==> config.mk <==
export PLATFORM = sky130hd
export DESIGN_NAME = archive_directory_record_parser
export DESIGN_NICKNAME = d
export VERILOG_FILES = /design/src/hdl/adrp_pkg.sv /design/src/hdl/adrp_in_stage.sv /design/src/hdl/adrp_core.sv /design/src/hdl/adrp_out_buf.sv /design/src/hdl/archive_directory_record_parser.sv
export SDC_FILE = /design/constraint.sdc
export NUM_CORES = 2
export LEC_CHECK = 0
export BUFFER_PORTS_ARGS = -buffer_cell sky130_fd_sc_hd__buf_4
export CORE_MARGIN = 5
export CORE_UTILIZATION = 50
export CTS_CLUSTER_DIAMETER = 50
export DETAILED_ROUTE_END_ITERATION = 12
export GPL_ROUTABILITY_DRIVEN = 0
export HOLD_SLACK_MARGIN = 0.1
export PLACE_DENSITY = 0.73
export SETUP_SLACK_MARGIN = 0.02
export SYNTH_ARGS = -nofsm -noshare
export SYNTH_HDL_FRONTEND = slang
export SYNTH_SLANG_ARGS = --single-unit
==> constraint.sdc <==
create_clock -name aclk -period 67.3 [get_ports aclk]
set_input_delay 0 -clock aclk [delete_from_list [all_inputs] [get_ports aclk]]
set_output_delay 0 -clock aclk [all_outputs]
set_load 0.02 [all_outputs]
==> src/hdl/adrp_pkg.sv <==
// Shared types and constants of the archive directory record parser.
package adrp_pkg;

    localparam int RECORD_BYTES = 29;
    localparam int SLOT_COUNT   = 3;

    localparam logic [7:0] FLAG_NEW_GROUP = 8'h10;
    localparam logic [7:0] FLAG_END_GROUP = 8'h08;
    localparam logic [7:0] FLAG_RESERVED  = 8'he7;

    typedef struct packed {
        logic [7:0] dir_byte;
        logic       last_byte;
    } item_t;

    typedef struct packed {
        logic [2:0]  kind;
        logic [15:0] member_index;
        logic [7:0]  name_char;
        logic [31:0] data_offset;
        logic [31:0] packed_size;
        logic [46:0] skip_size;
        logic [30:0] original_size;
        logic [31:0] timestamp;
        logic [15:0] group_first;
        logic [15:0] member_total;
        logic        last_of_run;
    } result_t;

    typedef struct packed {
        logic [1:0]                   count;
        result_t [SLOT_COUNT-1:0]     slot;
    } res_set_t;

endpackage

==> src/hdl/adrp_in_stage.sv <==
// Input register stage that holds one directory byte for the parser core.
module adrp_in_stage (
    input  logic           aclk,
    input  logic           aresetn,
    input  logic           s_tvalid,
    output logic           s_tready,
    input  logic [7:0]     s_tdata,
    input  logic           s_tlast,
    input  logic           take,
    output logic           item_valid,
    output adrp_pkg::item_t item
);
    import adrp_pkg::*;

    logic  valid_reg;
    item_t item_reg;

    assign s_tready   = !valid_reg || take;
    assign item_valid = valid_reg;
    assign item       = item_reg;

    always_ff @(posedge aclk) begin
        if (!aresetn) begin
            valid_reg <= 1'b0;
        end else if (s_tvalid && s_tready) begin
            valid_reg <= 1'b1;
        end else if (take) begin
            valid_reg <= 1'b0;
        end
    end

    always_ff @(posedge aclk) begin
        if (s_tvalid && s_tready) begin
            item_reg.dir_byte  <= s_tdata;
            item_reg.last_byte <= s_tlast;
        end
    end

endmodule

==> src/hdl/adrp_core.sv <==
// Parser state, configuration registers and the per-byte result logic.
module adrp_core #(
    parameter int NAME_LIMIT = 1024
) (
    input  logic               aclk,
    input  logic               aresetn,
    input  logic               cfg_we,
    input  logic [1:0]         cfg_index,
    input  logic [31:0]        cfg_data,
    input  logic               item_valid,
    input  adrp_pkg::item_t    item,
    input  logic               out_free,
    output logic               take,
    output adrp_pkg::res_set_t res_set
);
    import adrp_pkg::*;

    localparam int NameLenW = $clog2(NAME_LIMIT + 1);
    localparam int PosW     = $clog2(RECORD_BYTES);

    localparam logic [1:0] PH_RECORD  = 2'd0;
    localparam logic [1:0] PH_NAME    = 2'd1;
    localparam logic [1:0] PH_COMMENT = 2'd2;
    localparam logic [1:0] PH_DONE    = 2'd3;

    localparam logic [2:0] KIND_NAME   = 3'd0;
    localparam logic [2:0] KIND_MEMBER = 3'd1;
    localparam logic [2:0] KIND_CLOSE  = 3'd2;
    localparam logic [2:0] KIND_OK     = 3'd3;
    localparam logic [2:0] KIND_FAIL   = 3'd4;

    localparam logic [1:0] CFG_MEMBER_COUNT = 2'd0;
    localparam logic [1:0] CFG_INPUT_SIZE   = 2'd1;
    localparam logic [1:0] CFG_STORED_MODE  = 2'd2;

    logic [15:0] member_count_reg;
    logic [31:0] input_size_reg;
    logic        stored_mode_reg;

    logic [1:0]          phase_reg,  phase_next;
    logic [PosW-1:0]     pos_reg,    pos_next;
    logic [NameLenW-1:0] name_len_reg, name_len_next;
    logic [15:0]         done_reg,   done_next;
    logic                grp_open_reg, grp_open_next;
    logic [30:0]         grp_start_reg, grp_start_next;
    logic [46:0]         grp_skip_reg, grp_skip_next;
    logic [15:0]         grp_first_reg, grp_first_next;
    logic [7:0]          rec_reg [RECORD_BYTES];
    logic                rec_we;

    function automatic result_t blank(input logic [2:0] k, input logic [15:0] idx);
        result_t r;
        r = '0;
        r.kind = k;
        r.member_index = idx;
        return r;
    endfunction

    function automatic result_t status(input logic hard, input logic [15:0] md);
        result_t r;
        r = blank((hard || md == 16'd0) ? KIND_FAIL : KIND_OK, md);
        r.member_total = md;
        return r;
    endfunction

    // Record fields, little endian.
    logic [31:0] f_time, f_orig, f_packed, f_doff;
    logic [7:0]  f_flags;
    assign f_time   = {rec_reg[4],  rec_reg[3],  rec_reg[2],  rec_reg[1]};
    assign f_orig   = {rec_reg[8],  rec_reg[7],  rec_reg[6],  rec_reg[5]};
    assign f_packed = {rec_reg[12], rec_reg[11], rec_reg[10], rec_reg[9]};
    assign f_doff   = {rec_reg[16], rec_reg[15], rec_reg[14], rec_reg[13]};
    assign f_flags  = rec_reg[22];

    // Entry arithmetic, evaluated from the stored record.
    logic        new_grp, open_eff, grp_bad, bad_field, off_over;
    logic [30:0] start_eff;
    logic [46:0] skip_eff;
    logic [15:0] first_eff, done_inc;
    logic [47:0] off_sum;
    logic [31:0] room_stored, room_grp, size_stored, size_close;

    assign new_grp   = (f_flags & FLAG_NEW_GROUP) != 8'd0;
    assign bad_field = f_orig[31] || f_packed[31] || f_doff[31]
                       || ((f_flags & FLAG_RESERVED) != 8'd0);
    assign open_eff  = new_grp || grp_open_reg;
    assign start_eff = new_grp ? f_doff[30:0] : grp_start_reg;
    assign skip_eff  = new_grp ? 47'd0 : grp_skip_reg;
    assign first_eff = new_grp ? done_reg : grp_first_reg;
    assign grp_bad   = !open_eff || ({1'b0, start_eff} > input_size_reg);
    assign off_sum   = {17'd0, start_eff} + {1'b0, skip_eff};
    assign off_over  = off_sum > {16'd0, input_size_reg};
    assign room_stored = input_size_reg - off_sum[31:0];
    assign room_grp    = input_size_reg - {1'b0, start_eff};
    assign size_stored = (f_orig <= room_stored) ? f_orig : room_stored;
    assign size_close  = (f_packed <= room_grp) ? f_packed : room_grp;
    assign done_inc    = done_reg + 16'd1;

    always_comb begin
        res_set_t    rs;
        result_t     m;
        logic [1:0]  n;
        logic        b_zero;

        rs = '0;
        m  = '0;
        n  = 2'd0;
        b_zero = item.dir_byte == 8'd0;

        phase_next     = phase_reg;
        pos_next       = pos_reg;
        name_len_next  = name_len_reg;
        done_next      = done_reg;
        grp_open_next  = grp_open_reg;
        grp_start_next = grp_start_reg;
        grp_skip_next  = grp_skip_reg;
        grp_first_next = grp_first_reg;
        rec_we         = 1'b0;

        unique case (phase_reg)
            PH_RECORD: begin
                if (pos_reg == '0 && done_reg >= member_count_reg) begin
                    rs.slot[0] = status(1'b0, done_reg);
                    n = 2'd1;
                    phase_next = PH_DONE;
                end else begin
                    rec_we = 1'b1;
                    if (item.last_byte) begin
                        rs.slot[0] = status(1'b0, done_reg);
                        n = 2'd1;
                        phase_next = PH_DONE;
                    end else if (pos_reg == PosW'(RECORD_BYTES - 1)) begin
                        phase_next    = PH_NAME;
                        pos_next      = '0;
                        name_len_next = '0;
                    end else begin
                        pos_next = pos_reg + 1'b1;
                    end
                end
            end
            PH_NAME: begin
                if (b_zero) begin
                    if (name_len_reg == '0 || item.last_byte) begin
                        rs.slot[0] = status(1'b0, done_reg);
                        n = 2'd1;
                        phase_next = PH_DONE;
                    end else begin
                        phase_next = PH_COMMENT;
                    end
                end else if (name_len_reg == NameLenW'(NAME_LIMIT)) begin
                    // The name runs past the limit: a hard failure.
                    rs.slot[0] = status(1'b1, done_reg);
                    n = 2'd1;
                    phase_next = PH_DONE;
                end else begin
                    name_len_next = name_len_reg + 1'b1;
                    rs.slot[0] = blank(KIND_NAME, done_reg);
                    rs.slot[0].name_char = item.dir_byte;
                    n = 2'd1;
                    if (item.last_byte) begin
                        rs.slot[1] = status(1'b0, done_reg);
                        n = 2'd2;
                        phase_next = PH_DONE;
                    end
                end
            end
            PH_COMMENT: begin
                if (!b_zero || bad_field || grp_bad || (stored_mode_reg && off_over)) begin
                    rs.slot[0] = status(1'b0, done_reg);
                    n = 2'd1;
                    phase_next = PH_DONE;
                end else begin
                    m = blank(KIND_MEMBER, done_reg);
                    m.original_size = f_orig[30:0];
                    m.timestamp     = f_time;
                    if (stored_mode_reg) begin
                        m.data_offset = off_sum[31:0];
                        m.packed_size = size_stored;
                    end else begin
                        m.data_offset = {1'b0, start_eff};
                        m.packed_size = room_grp;
                        m.skip_size   = skip_eff;
                    end
                    rs.slot[0] = m;
                    n = 2'd1;
                    grp_open_next  = 1'b1;
                    grp_start_next = start_eff;
                    grp_skip_next  = skip_eff + {16'd0, f_orig[30:0]};
                    grp_first_next = first_eff;
                    if (((f_flags & FLAG_END_GROUP) != 8'd0) && !stored_mode_reg) begin
                        rs.slot[1] = blank(KIND_CLOSE, done_reg);
                        rs.slot[1].data_offset = {1'b0, start_eff};
                        rs.slot[1].packed_size = size_close;
                        rs.slot[1].group_first = first_eff;
                        n = 2'd2;
                        grp_open_next = 1'b0;
                    end
                    done_next = done_inc;
                    pos_next  = '0;
                    if (done_inc >= member_count_reg || item.last_byte) begin
                        rs.slot[n] = status(1'b0, done_inc);
                        n = n + 2'd1;
                        phase_next = PH_DONE;
                    end else begin
                        phase_next = PH_RECORD;
                    end
                end
            end
            PH_DONE: begin
                n = 2'd0;
            end
            default: begin
                n = 2'd0;
            end
        endcase

        if (n != 2'd0) begin
            rs.slot[n - 2'd1].last_of_run = 1'b1;
        end
        rs.count = n;
        res_set  = rs;
    end

    assign take = item_valid && (res_set.count == 2'd0 || out_free);

    always_ff @(posedge aclk) begin
        if (!aresetn) begin
            member_count_reg <= 16'd1;
            input_size_reg   <= 32'd0;
            stored_mode_reg  <= 1'b0;
        end else if (cfg_we) begin
            case (cfg_index)
                CFG_MEMBER_COUNT: member_count_reg <= cfg_data[15:0];
                CFG_INPUT_SIZE:   input_size_reg   <= cfg_data;
                CFG_STORED_MODE:  stored_mode_reg  <= cfg_data[0];
                default: ;
            endcase
        end
    end

    always_ff @(posedge aclk) begin
        if (!aresetn) begin
            phase_reg     <= PH_RECORD;
            pos_reg       <= '0;
            name_len_reg  <= '0;
            done_reg      <= 16'd0;
            grp_open_reg  <= 1'b0;
            grp_start_reg <= 31'd0;
            grp_skip_reg  <= 47'd0;
            grp_first_reg <= 16'd0;
        end else if (take) begin
            phase_reg     <= phase_next;
            pos_reg       <= pos_next;
            name_len_reg  <= name_len_next;
            done_reg      <= done_next;
            grp_open_reg  <= grp_open_next;
            grp_start_reg <= grp_start_next;
            grp_skip_reg  <= grp_skip_next;
            grp_first_reg <= grp_first_next;
        end
    end

    always_ff @(posedge aclk) begin
        if (take && rec_we) begin
            rec_reg[pos_reg] <= item.dir_byte;
        end
    end

endmodule

==> src/hdl/adrp_out_buf.sv <==
// Result register that hands out the results of one byte, one per beat.
module adrp_out_buf (
    input  logic               aclk,
    input  logic               aresetn,
    input  logic               load,
    input  adrp_pkg::res_set_t res_set,
    output logic               out_free,
    output logic               m_tvalid,
    input  logic               m_tready,
    output logic [231:0]       m_tdata,
    output logic [2:0]         m_tuser,
    output logic               m_tlast
);
    import adrp_pkg::*;

    result_t    slot_reg [SLOT_COUNT];
    logic [1:0] cnt_reg;
    logic [1:0] ptr_reg;
    logic       at_end;
    result_t    cur;

    assign cur      = slot_reg[ptr_reg];
    assign m_tvalid = cnt_reg != 2'd0;
    assign at_end   = ptr_reg == cnt_reg - 2'd1;
    assign out_free = (cnt_reg == 2'd0) || (m_tready && at_end);

    assign m_tuser = cur.kind;
    assign m_tlast = cur.last_of_run;
    assign m_tdata = {2'b00, cur.member_total, cur.group_first, cur.timestamp,
                      cur.original_size, cur.skip_size, cur.packed_size,
                      cur.data_offset, cur.name_char, cur.member_index};

    always_ff @(posedge aclk) begin
        if (!aresetn) begin
            cnt_reg <= 2'd0;
            ptr_reg <= 2'd0;
        end else if (load) begin
            cnt_reg <= res_set.count;
            ptr_reg <= 2'd0;
        end else if (m_tvalid && m_tready) begin
            if (at_end) begin
                cnt_reg <= 2'd0;
                ptr_reg <= 2'd0;
            end else begin
                ptr_reg <= ptr_reg + 2'd1;
            end
        end
    end

    always_ff @(posedge aclk) begin
        if (load) begin
            for (int i = 0; i < SLOT_COUNT; i++) begin
                slot_reg[i] <= res_set.slot[i];
            end
        end
    end

endmodule

==> src/hdl/archive_directory_record_parser.sv <==
// Top level of the archive directory record parser.
//
//  Channel   Direction  Beat contents
//  s_*       in         tdata[7:0] directory byte, tlast final byte of the directory
//  m_*       out        tuser result kind, tdata result fields, tlast last result of a byte
//  cfg_*     in         write enable, register index, write data
//
// Each accepted byte is held in an input register, handled by the parser
// logic combinationally, and its results land in a result register. A
// byte that causes two or three results (name end with status, member
// with group close and status) holds the result register for that many
// output beats, so the output port sets the rate. Reset is synchronous
// and active low; the first byte can be taken in the cycle after aresetn
// rises. A stall on m_tready backs up into s_tready once both registers
// are full.
module archive_directory_record_parser #(
    parameter int NAME_LIMIT = 1024
) (
    input  logic         aclk,
    input  logic         aresetn,
    // Directory bytes in.
    input  logic         s_tvalid,
    output logic         s_tready,
    input  logic [7:0]   s_tdata,   // [7:0] dir_byte
    input  logic         s_tlast,   // last_byte
    // Results out.
    output logic         m_tvalid,
    input  logic         m_tready,
    output logic [231:0] m_tdata,   // member_index, name_char, data_offset, packed_size,
                                    // skip_size, original_size, timestamp, group_first,
                                    // member_total, then two zero bits
    output logic [2:0]   m_tuser,   // [2:0] kind
    output logic         m_tlast,   // last_of_run
    // Configuration writes.
    input  logic         cfg_we,
    input  logic [1:0]   cfg_index,
    input  logic [31:0]  cfg_data
);
    import adrp_pkg::*;

    logic     take;
    logic     item_valid;
    item_t    item;
    logic     out_free;
    res_set_t res_set;

    // Input register: one directory byte waits here for the parser.
    adrp_in_stage u_in (
        .aclk       (aclk),
        .aresetn    (aresetn),
        .s_tvalid   (s_tvalid),
        .s_tready   (s_tready),
        .s_tdata    (s_tdata),
        .s_tlast    (s_tlast),
        .take       (take),
        .item_valid (item_valid),
        .item       (item)
    );

    // Parser state and the combinational handling of the held byte. The
    // byte is consumed when it causes no result or the result register
    // frees up in this cycle.
    adrp_core #(
        .NAME_LIMIT (NAME_LIMIT)
    ) u_core (
        .aclk       (aclk),
        .aresetn    (aresetn),
        .cfg_we     (cfg_we),
        .cfg_index  (cfg_index),
        .cfg_data   (cfg_data),
        .item_valid (item_valid),
        .item       (item),
        .out_free   (out_free),
        .take       (take),
        .res_set    (res_set)
    );

    // Result register: up to three results of one byte, sent in order.
    adrp_out_buf u_out (
        .aclk     (aclk),
        .aresetn  (aresetn),
        .load     (take && res_set.count != 2'd0),
        .res_set  (res_set),
        .out_free (out_free),
        .m_tvalid (m_tvalid),
        .m_tready (m_tready),
        .m_tdata  (m_tdata),
        .m_tuser  (m_tuser),
        .m_tlast  (m_tlast)
    );

endmodule
# After elaboration in Yosys (flattened, before gate mapping)
# Memory sizes are Yosys's and may differ from the RTL's. A register that Yosys moved wholly into a read port is not among the register bits.
# Cells that the tools add are included.
# Widths: inputs -> output; s select.
# classes
addsub	11
mul	0
div_mod_pow	0
n_lt_le_gt_ge	10
eq_ne	16
n_shift	0
mux	84
bitwise_logic	2
n_reduce_logical	55
# ops
cell	n
$mux 234	12
$bwmux 702	2
$mux 702	2
$demux 234 s2	2
$pmux 234 s3	1
$mux 468	1
$pmux 234 s2	1
$mux 233	1
$mux 64	3
$mux 47	4
$le 32x32->1	2
$mux 32	2
$mux 11	5
$add 31x47->48	1
$gt 48x32->1	1
$add 47x31->47	1
$mux 2	23
$ge 16x16->1	2
$gt 31x32->1	1
$logic_not 16->1	2
$sub 32x31->32	1
$sub 32x32->32	1
$mux 31	1
$pmux 11 s2	1
other kinds (39)	105
# word_totals
register_bits	192
latchBits	0
ramBits	934
romBits	0
in_bits	48
output_inout_bits	238
wordCells	196
memories	2
# mem_list
name	words	word_bits	rd	rd_ports_with_merged_regs	write_ports	line_no	text
u_out.slot_reg	3	234	1	1	3	adrp_out_buf.sv:16	result_t slot_reg [SLOT_COUNT];
u_core.rec_reg	29	8	17	0	1	adrp_core.sv:48	logic [7:0] rec_reg [RECORD_BYTES];

# Logic depth before layout (Yosys ltp)
# An unclocked memory read counts as a cell.
# logic_depth
depth_word	20
ltp_mapped	45
mapped_depth_nobuf	38

# Hierarchy
# From an unflattened synthesis, not the netlist that was laid out.
# hier_totals
cells_unflattened	5254
area_unflattened_um2	55567.0
# by_module_without_submodules
module	instances	cells_each	area_each_um2	seq_area_each_um2
adrp_core	1	3723	28990.3	7647.3
adrp_out_buf	1	1516	26241.4	21200.3
adrp_in_stage	1	14	327.8	290.3
archive_directory_record_parser	1	1	7.5	0.0

# Worst setup path before layout
# Ideal clock, no wire load.
# synth_timing
path_kind	register to register
from	memory u_core.rec_reg[22][4]
to	register u_out.cnt_reg[1]
setup_time_ps	141
t_arrival_ps	25291
required_time_ps	67159
setup_slack_ps	41868
path_stages_with_launch	35
n_path_buf	7
period_less_slack_ps	25432
cell_sequence	edfxtp_1 > buf_6 > buf_6 > clkbuf_1 > clkbuf_1 > clkbuf_1 > clkbuf_1 > nor2b_1 > ha_1 > clkbuf_1 > and4_1 > o21ai_1 > nor4b_2 > nor2_1 > o31ai_2 > nand3_1 > and2_1 > nor2_1 > nor2_1 > xnor2_1 > inv_1 > ha_1 > and3_1 > and4_1 > a21o_1 > a221oi_1 > o211ai_1 > nor2_1 > nand4_1 > o41a_1 > or3_1 > and3_1 > a21oi_1 > a211oi_1 > a32o_1
# synth_lines
element	line_no	text
start: declaration	adrp_core.sv:48	
end signal: assignment	adrp_out_buf.sv:38	cnt_reg <= res_set.count;
end: declaration	adrp_out_buf.sv:17	logic [1:0] cnt_reg;

==> results.ini <==
[floorplanning]
rows=104
die_x_um=294.0
core_area_um2=80290
die_h_um=294.0
dieArea_um2=86430
start_util_pct=50.23
ios=286

[placed_design]
port_buffers=283
hpwl_mm=92.40
dp_cells=5359

[route]
wl_mm=129.6
routed_via_density=5.996
drtIter0Drc=4023
wire_per_inst_um=23.08
drc=0
route.vias.total=33670
drt_first_pass_iters=6
antenna_left=0

[sta]
max_freq_mhz=97.34
period_share_pct=15.26
skew_ns=0.04563
tightest_slew_ns=1.207
rsz0062_at_grt=no
setup_tns_ns=0
finalSetupViolations=0
relSlewSlack_pct=19.55
drv_slew=0
finalHoldViolations=0
fin_crit_ns=10.27

[clocking]
cts_tree=yes
numCtsBuffers=82
cts_setup_buffers=0
cts.root.buffer_cell=clkbuf_16
post_cts_resized=0
cts.reportedPaths.clkPinSlew_ns=0.06
clock_path_buffers=3
clk_latency_ns=0.66
htree_levels=3
cts.sinks=682

[global_route]
grt_overflow=0
grt_pass1_vias=31460
antenna_found_initial=2
grt_max_degree=88
grt_pass1_wl_mm=191.6
grt_use_total_pct=28.87

[final_layout]
drive_gt1_share_pct=11.37
instances_no_fill=5616
final_cell_mix=497 x edfxtp_1, 415 x nand2_1, 399 x nor2_1
final_common_cell=edfxtp_1
largest_register_ffs=352
layout-area-overhead-vs-synth_pct=16.70
nets=4805
antenna_cells=0

[setup_path]
reg2regPathDepth=29
path_max_fanout=77
path_class=flop to flop
arrival_ns=10.51
cp_common_cell=nor2_1
r2r_setup_slack_ns=57.03
max_stage_delay_ns=0.87
end_kind=flop
r2r_end=u_out.slot_reg[1][23]$_SDFFCE_PP0P_
crit_slowest_cell=buf_4
crit_required_ns=67.54
start_kind=flop
r2r-start=u_core.rec_reg[22][4]$_DFFE_PP_

[hold_path]
min_to=u_core.input_size_reg[5]$_SDFFE_PN0P_
hold_depth=4
min_from=cfg_data[5]
holdCritPathClass=input pin to flop

[synth]
synth.distinct_cells=90
ys_seq_elements=682
synth_flop_cell=edfxtp_1
synth_cells=4221
seq_area_frac_synth_pct=46.19
yosysWarnings=0
synth_edf_count=497
syn_area_um2=40330
syn_area_per_cell_um2=9.554
async_reset_ff_share_pct=0

[power_and_ir_drop]
cellLeakagePower_uw=0.01824
irDropWorstVdd_uv=20.12
pwr_density_cell_nw_per_um2=22.60

[flow_run]
maxCapViolCount=0

[outcome]
status=completed

-- metrics by stage --
stage / hold slack, ns / worst slack, ns / area [µm²] / util (%) / power [µW]
after floorplan: 0.09887 / 41.87 / 40330 / - / 572.3
after global placement: 0.1789 / 57.60 / 43240 / 53.86 / 613.0
after detailed placement: 0.1795 / 57.29 / 43240 / 53.86 / 614.5
after CTS: 0.1721 / 57.25 / 47060 / 58.62 / 1066
after global routing: 0.1964 / 56.61 / 47060 / 58.62 / 1095
final: 0.1857 / 57.03 / 47060 / 58.62 / 1063
-- metal layers --
| layer | routed length, µm | track usage (%) | vias to the layer above |
|---|---|---|---|
| met1 | 53440 | 41.36 | 15980 |
| met5 | 0 | 0 | - |
| met2 | 54860 | 42.56 | 1883 |
| met4 | 4970 | 9.709 | 0 |
| li1 | - | - | 15520 |
| met3 | 16380 | 7.947 | 290 |
-- worst max-delay path by stage --
stage,startpoint,endpoint,depth (start not counted)
after floorplan,u_core.rec_reg[22][4]$_DFFE_PP_,u_out.cnt_reg[1]$_SDFFE_PN0P_,34
after global placement,u_core.rec_reg[22][4]$_DFFE_PP_,u_out.slot_reg[0][219]$_SDFFCE_PN0P_,29
after detailed placement,u_core.rec_reg[22][4]$_DFFE_PP_,u_out.slot_reg[0][219]$_SDFFCE_PN0P_,29
after CTS,u_core.rec_reg[22][4]$_DFFE_PP_,u_out.slot_reg[1][5]$_SDFFCE_PP0P_,29
after global routing,u_core.rec_reg[22][4]$_DFFE_PP_,u_out.slot_reg[1][23]$_SDFFCE_PP0P_,29
final,u_core.rec_reg[22][4]$_DFFE_PP_,u_out.slot_reg[1][23]$_SDFFCE_PP0P_,29
-- where the power goes --
part / switching (µW) / internal [µW]
sequential: 7.13 / 469
combinational: 85.2 / 50.2
clock: 185 / 267
-- worst max-delay path: cells and delay by family (launching register included) --
kind,cells,cell delay [ns]
xor gates and xnor gates,1,0.35
and+or+nand+nor,12,2.73
AOI/OAI and AO/OA,8,2.65
DFF,1,0.36
adders and majority gates,2,0.68
muxes,1,0.67
buffers and inverters,5,2.31
-- Yosys cell counts, types with 12 or more instances --
library cell  count  area [µm²]
edfxtp_1        497       14920
nand2_1         416        1562
nor2_1          402        1509
a21oi_1         309        1546
and2_1          276        1727
ha_1            265        3316
clkbuf_1        217       814.5
inv_1           214       803.3
dfxtp_1         185        3704
o21ai_0         160       800.8
mux2i_1         145        1451
nor2b_1         136       850.8
a211oi_1        115       863.3
nand4_1          83       519.3
xnor2_1          83       727.0
a21o_1           78       585.6
xor2_1           60       525.5
and3_1           53       331.6
nand3_1          52       260.3
nor3_1           49       245.2
nand2b_1         35       219.0
o21a_1           35       262.8
or3_1            23       143.9
o21bai_1         20       150.1
o31ai_1          20       150.1
nor4_1           18       112.6
a31oi_1          17       106.4
or2_2            17       106.4
or4_1            16       120.1
buf_1            14       52.55
o211ai_1         14       105.1
o21ai_1          14       70.07
buf_2            12       60.06
-- area by class of cell --
cell class,count,area (µm²)
Sequential cell,682,18640
Clock buffer,98,2185
Fill cell,6682,33220
Tap cell,1060,1326
Clock inverter,54,585.6
Inverter,216,813.3
Timing Repair Buffer,430,3491
Multi-Input combinational cell,3076,20030
-- kinds of logic after synthesis --
family	after synthesis	share of synthesized area, %
other	1	0.009299
AO/OA/AOI/OAI	894	14.01
XOR/XNOR	143	3.106
buffers and inverters	464	4.421
adder cells (fa/ha/maj)	271	8.470
flip-flops	682	46.19
multiplexers	150	3.739
AND/OR/NAND/NOR	1616	20.06
-- repair_timing --
| action | 4_1_cts | 5_1_grt |
|---|---|---|
| hold buffers | 105 | 0 |
| endpoints found under the setup margin | 0 | 0 |
| hold endpoints to repair | 108 | 0 |
(Power assumes the default switching activity.)
